$ cat src/fccw_pkg.sv
// Types and constants shared by the FAT12 cluster chain walker.
`default_nettype none
package fccw_pkg;

    localparam logic [1:0] OP_LOAD = 2'd0;
    localparam logic [1:0] OP_OPEN = 2'd1;
    localparam logic [1:0] OP_NEXT = 2'd2;

    localparam logic [1:0] ST_OK       = 2'd0;
    localparam logic [1:0] ST_INVALID  = 2'd1;
    localparam logic [1:0] ST_NO_CHAIN = 2'd2;
    localparam logic [1:0] ST_BAD_CL   = 2'd3;

    localparam logic [2:0] REG_BPS    = 3'd0;
    localparam logic [2:0] REG_SPC    = 3'd1;
    localparam logic [2:0] REG_RSV    = 3'd2;
    localparam logic [2:0] REG_COPIES = 3'd3;
    localparam logic [2:0] REG_SPF    = 3'd4;
    localparam logic [2:0] REG_REC    = 3'd5;

    localparam logic [11:0] CHAIN_END    = 12'hFF8;
    localparam logic [7:0]  NAME_FREE    = 8'h00;
    localparam logic [7:0]  NAME_SPACE   = 8'h20;
    localparam logic [7:0]  NAME_DELETED = 8'hE5;
    localparam logic [7:0]  NAME_KANJI   = 8'h05;
    localparam logic [7:0]  ATTR_VOLUME  = 8'h08;
    localparam logic [19:0] LEN_MAX      = 20'hFFFFF;

    localparam logic [5:0] STEPS_8   = 6'd8;
    localparam logic [5:0] STEPS_12  = 6'd12;
    localparam logic [5:0] STEPS_13  = 6'd13;
    localparam logic [5:0] STEPS_16  = 6'd16;
    localparam logic [5:0] STEPS_SH5 = 6'd6;
    localparam logic [5:0] STEPS_32  = 6'd32;

    typedef logic [2:0]  t_cfg_idx;
    typedef logic [15:0] t_cfg_data;

    typedef struct packed {
        logic [1:0]  operation;
        logic [12:0] fat_index;
        logic [7:0]  fat_byte;
        logic [7:0]  name_first_byte;
        logic [7:0]  attributes;
        logic [11:0] start_cluster;
        logic [31:0] size_bytes;
    } t_req;

    typedef struct packed {
        logic [1:0]  status;
        logic [31:0] data_offset;
        logic [19:0] data_length;
        logic [11:0] cluster;
        logic        last;
    } t_res;

    typedef struct packed {
        logic        load;
        logic        mode_mod;
        logic [31:0] acc_init;
        logic [31:0] opa;
        logic [31:0] opb;
        logic [5:0]  steps;
    } t_alu_cmd;

    typedef struct packed {
        logic        busy;
        logic [31:0] acc;
    } t_alu_sts;

    function automatic logic [19:0] sat_len(input logic [20:0] v);
        return v[20] ? LEN_MAX : v[19:0];
    endfunction

endpackage
`default_nettype wire

$ cat src/fccw_alu.sv
// Shared serial unit: shift-add multiply-accumulate and restoring remainder.
`default_nettype none
module fccw_alu (
    input  wire logic               i_clk,
    input  wire logic               i_rst_n,
    input  wire fccw_pkg::t_alu_cmd i_cmd,
    output fccw_pkg::t_alu_sts      o_sts
);
    import fccw_pkg::*;

    logic [31:0] r_acc;
    logic [31:0] r_opa;
    logic [31:0] r_opb;
    logic        r_mod;
    logic [5:0]  r_cnt;

    logic [31:0] lhs;
    logic [31:0] addend;
    logic [32:0] sum;
    logic        busy;

    assign lhs    = r_mod ? {r_acc[30:0], r_opa[31]} : r_acc;
    assign addend = r_mod ? ~r_opb : r_opa;
    assign sum    = {1'b0, lhs} + {1'b0, addend} + {32'd0, r_mod};
    assign busy   = (r_cnt != 6'd0) && (r_mod || (r_opb != 32'd0));

    always_ff @(posedge i_clk) begin
        if (!i_rst_n) begin
            r_cnt <= 6'd0;
            r_mod <= 1'b0;
        end else if (i_cmd.load) begin
            r_acc <= i_cmd.acc_init;
            r_opa <= i_cmd.opa;
            r_opb <= i_cmd.opb;
            r_mod <= i_cmd.mode_mod;
            r_cnt <= i_cmd.steps;
        end else if (busy) begin
            r_cnt <= r_cnt - 6'd1;
            r_opa <= {r_opa[30:0], 1'b0};
            if (r_mod) begin
                r_acc <= sum[32] ? sum[31:0] : lhs;
            end else begin
                if (r_opb[0]) begin
                    r_acc <= sum[31:0];
                end
                r_opb <= {1'b0, r_opb[31:1]};
            end
        end
    end

    assign o_sts.busy = busy;
    assign o_sts.acc  = r_acc;
endmodule
`default_nettype wire

$ cat config.mk
export PLATFORM = sky130hd
export DESIGN_NAME = fccw_alu
export DESIGN_NICKNAME = d
export VERILOG_FILES = /design/src/fccw_pkg.sv /design/src/fccw_alu.sv
export SDC_FILE = /design/constraint.sdc
export NUM_CORES = 1
export LEC_CHECK = 0
export BUFFER_PORTS_ARGS = -buffer_cell sky130_fd_sc_hd__clkbuf_2
export CELL_PAD_IN_SITES_DETAIL_PLACEMENT = 1
export CELL_PAD_IN_SITES_GLOBAL_PLACEMENT = 1
export CORE_MARGIN = 2
export CORE_UTILIZATION = 40
export CTS_CLUSTER_SIZE = 16
export DETAILED_ROUTE_END_ITERATION = 8
export HOLD_SLACK_MARGIN = 0.12
export PLACE_DENSITY_LB_ADDON = 0.1
export SLEW_MARGIN = 15
export SYNTH_ARGS = -nofsm -noshare
export SYNTH_HDL_FRONTEND = slang
export SYNTH_SLANG_ARGS = --single-unit
$ cat constraint.sdc
create_clock -name i_clk -period 5 [get_ports i_clk]
set_clock_uncertainty 0.1 [all_clocks]
set_input_delay 0.5 -clock i_clk [delete_from_list [all_inputs] [get_ports i_clk]]
set_output_delay 0.5 -clock i_clk [all_outputs]
set_load 0.005 [all_outputs]
==> flow_metrics.py <==
metrics = {
    "yosys": {
        "postSynthRegisterBits": 103,
        "ys.warnings.count": 0,
        "netlist_area_um2": 7180,
        "share_of_async_settable_or_async_resettable_flops_after_synthesis_pct": 0,
        "ys_types": 63,
        "synth-seq-area-share_pct": 42.1,
        "mappedNetlistNets": 796,
        "postSynthCellCount": 656,
        "postSynthAreaPerCell_um2": 10.9,
        "synth_top_flop_cell": "sky130_fd_sc_hd__edfxtp_1",
        "synth_enable_flop_cells": 96,
    },
    "timing": {
        "slew_violations": 0,
        "slew_headroom_pct": 50.6,
        "tightest_pin_transition_ns": 0.742,
        "grt_setup_unrepaired": "no",
        "setup_viol_count_final": 0,
        "min_period_over_period_pct": 87.8,
        "setup-tns-final_ns": 0,
        "clock.fmax_mhz": 228,
        "report.final.hold_viol_count": 0,
        "period_needed_ns": 4.39,
    },
    "routing": {
        "first_pass_iters": 4,
        "route.detailed.vias_per_inst": 5.60,
        "vias": 5645,
        "postRouteWirelength_mm": 20.1,
        "first_iter_violations": 254,
        "route.antenna.remaining_nets": 0,
        "drt_drc_violations_left": 0,
        "route.detailed.wl_per_inst_um": 19.9,
    },
    "finish": {
        "drive_gt1_share_pct": 39.0,
        "footprint_of_the_multi_input_gates_um2": 3930,
        "seq_area_um2": 3030,
        "final.fill_count": 1967,
        "diodes": 0,
        "commonest_cells_after_routing_fill_and_taps_aside": "sky130_fd_sc_hd__clkbuf_2, sky130_fd_sc_hd__edfxtp_1, sky130_fd_sc_hd__mux2_2, sky130_fd_sc_hd__a21oi_1, sky130_fd_sc_hd__nor2_1",
        "final_common_cell": "sky130_fd_sc_hd__clkbuf_2",
        "nets": 918,
        "flow.area_growth_from_synthesis_pct": 16.4,
    },
    "pwr": {
        "cellInternalPower_mw": 2.03,
        "cellPowerDensity_nw_per_um2": 384,
        "finalPower_mw": 3.21,
        "leakage_nw": 3.37,
        "ir_worst_vdd_mv": 0.155,
        "switchingPower_mw": 1.18,
        "seqPwrFrac_pct": 36.7,
        "p_sw_share_pct": 36.8,
        "clock_power_share_pct": 22.3,
        "pwr-share-comb_pct": 41.1,
    },
    "cts": {
        "max-clock-path-buffers": 2,
        "htree_levels": 3,
        "clkLatencyLatePin_ns": 0.36,
        "cts.hold.buffers_added": 0,
        "ctsRootBufferMaster": "sky130_fd_sc_hd__clkbuf_16",
        "clk_transition_reported_paths_ns": 0.08,
        "post-cts-setup-buffer-count": 0,
        "numClockSinks": 103,
        "cts_made_buffers": 9,
        "cts_tree": "yes",
        "post_cts_resize_count": 0,
    },
    "worst_setup_path": {
        "worst-path-max-fanout": 61,
        "cpMaxStageDelayCell": "sky130_fd_sc_hd__dfxtp_4",
        "timing_worst_setup_path_type": "reg2reg",
        "start_kind": "flop",
        "crit_path_end_kind": "flop",
        "cell_repeated_most_along_the_worst_path": "sky130_fd_sc_hd__o211ai_2",
        "crit_path_max_incr_delay_ns": 0.73,
        "cp.required_ns": 5.00,
        "cp_data_arrival_time_ns": 4.39,
        "reg2regPathDepth": 15,
        "r2r-start": "r_mod",
        "ff2ff_setup_slack_ns": 0.61,
        "path_cells": "buf_12 -> nor2_1 -> a21oi_1 -> inv_1 -> fa_1 -> and2b_1 -> o211ai_2 -> a31oi_2 -> a41oi_4 -> o211ai_2 -> and4_4 -> nor2_2 -> buf_4 -> and3_1 -> a221o_1",
        "regToRegEndpoint": "r_acc[15]",
    },
    "placed_design": {
        "gp_routability_congestion": 0.854,
        "quantity_of_i_o_buffers_inserted_on_ports": 138,
        "detailedPlacementHpwl_mm": 15.4,
    },
    "grt": {
        "grt_pass1_wl_mm": 30.9,
        "grt_overflow_total": 0,
        "first_global_vias": 5779,
        "grt_start_max_net_pins": 64,
        "track_usage_pct": 21.4,
        "grt_antenna_before_repair": 0,
    },
    "floorplan": {
        "die-area_um2": 19000,
        "std_cell_rows": 48,
        "chipWidth_um": 138,
        "floorplan.initialDensity_pct": 41.2,
        "floorplan.io_pins": 139,
        "core-area_um2": 17400,
        "dieHeight_um": 138,
    },
    "min_path": {
        "worst_hold_path.endpoint": "r_cnt[0]",
        "hold_path_depth": 2,
        "hold_path.startpoint": "i_cmd[0]",
        "hold_path_class": "in2reg",
    },
    "run": {
        "drv_cap": 0,
    },
    "outcome": {
        "outcome": "completed",
    },
}
[per-layer routing]
metal  part of all wire [%]  global-route usage (%)
met2                     45                    34.0
met1                     49                    30.4
met3                    4.0                    3.07
met4                    1.7                    6.01
met5                      0                       0
[final cells by class]
| type | instances | share of cell area (%) |
|---|---|---|
| clock buffer | 9 | 2.69 |
| sequential | 103 | 36.2 |
| timing repair buffer | 147 | 9.40 |
| clock inverter | 7 | 0.793 |
| tap | 225 | 3.37 |
| inverter | 12 | 0.539 |
| multi-input combinational | 505 | 47.0 |
[flip-flops by register name (all words and copies together) (netlist names)]
name,cells
r_acc,32
r_opa,32
r_opb,32
r_cnt,6
r_mod,1
[through the flow]
| step | std cells | utilization [%] | hold WS (ns) | setup slack [ns] | instance area (µm²) |
|---|---|---|---|---|---|
| 6_report | 1008 | 48.0 | 0.272 | 0.610 | 8360 |
| 5_1_grt | 1008 | 48.0 | 0.284 | 0.251 | 8360 |
| 3_5_place_dp | 992 | 46.3 | 0.470 | 0.618 | 8070 |
| 3_3_place_gp | 992 | 46.3 | 0.471 | 0.765 | 8070 |
| 2_1_floorplan | 656 | - | 0.446 | 0.404 | 7180 |
| 4_1_cts | 1008 | 48.0 | 0.262 | 0.598 | 8360 |
[power by group through the flow]
stage | sequential (mW) | combinational, mW | clock (mW)
finish | 1.18 | 1.32 | 0.715
global route | 1.19 | 1.46 | 0.757
CTS | 1.18 | 1.33 | 0.733
detailed placement | 1.20 | 1.32 | 0
global placement | 1.20 | 1.29 | 0
floorplan | 1.17 | 0.994 | 0
[worst max-delay path: cells and delay by family, from the launching register on]
family | cells | cell delay, ns
compound gates | 6 | 1.36
buf+inv | 3 | 0.61
simple gates | 5 | 0.86
fa+ha+maj | 1 | 0.42
flops | 1 | 0.73
[logic make-up after synthesis]
| group | synth area share [%] |
|---|---|
| compound gates | 19.0 |
| simple gates | 10.7 |
| xor+xnor | 3.90 |
| flops | 42.1 |
| buf+inv | 3.26 |
| mux | 15.0 |
| fa+ha+maj | 6.13 |
[worst max path at each step]
stage	start	end	slack, ns	cells past startpoint
6_report	r_mod	r_acc[15]	0.61	15
5_1_grt	r_mod	r_acc[18]	0.25	15
4_1_cts	r_mod	r_acc[18]	0.60	13
3_5_place_dp	r_mod	r_acc[18]	0.62	13
3_3_place_gp	r_mod	r_acc[15]	0.76	15
2_1_floorplan	r_mod	r_acc[6]	0.40	16
[cells in the mapped netlist, types with 4 or more instances]
cell                        instances  share of area [%]
sky130_fd_sc_hd__a21o_1            15                1.6
sky130_fd_sc_hd__nor2b_1            4               0.35
sky130_fd_sc_hd__mux2i_1            5               0.70
sky130_fd_sc_hd__a2bb2oi_2         19                4.0
sky130_fd_sc_hd__and3_1             4               0.35
sky130_fd_sc_hd__and2_1             8               0.70
sky130_fd_sc_hd__dfxtp_1            7                2.0
sky130_fd_sc_hd__xnor2_1           20                2.4
sky130_fd_sc_hd__nor2_1            43                2.2
sky130_fd_sc_hd__ha_1              32                5.6
sky130_fd_sc_hd__xor2_1            12                1.5
sky130_fd_sc_hd__nor4_1             9               0.78
sky130_fd_sc_hd__clkbuf_1          23                1.2
sky130_fd_sc_hd__a31oi_1            4               0.35
sky130_fd_sc_hd__edfxtp_1          96                 40
sky130_fd_sc_hd__nand2_2           20                1.7
sky130_fd_sc_hd__mux2_2            91                 14
sky130_fd_sc_hd__buf_1              6               0.31
sky130_fd_sc_hd__o21ai_0           23                1.6
sky130_fd_sc_hd__nand2_1           38                2.0
sky130_fd_sc_hd__o211ai_1           4               0.42
sky130_fd_sc_hd__inv_1             12               0.63
sky130_fd_sc_hd__nand4_1            7               0.61
sky130_fd_sc_hd__nor3_1             4               0.28
sky130_fd_sc_hd__a21oi_1           84                5.9
sky130_fd_sc_hd__a21boi_0           4               0.42
sky130_fd_sc_hd__o21a_1             5               0.52
(Power assumes the default switching activity.)
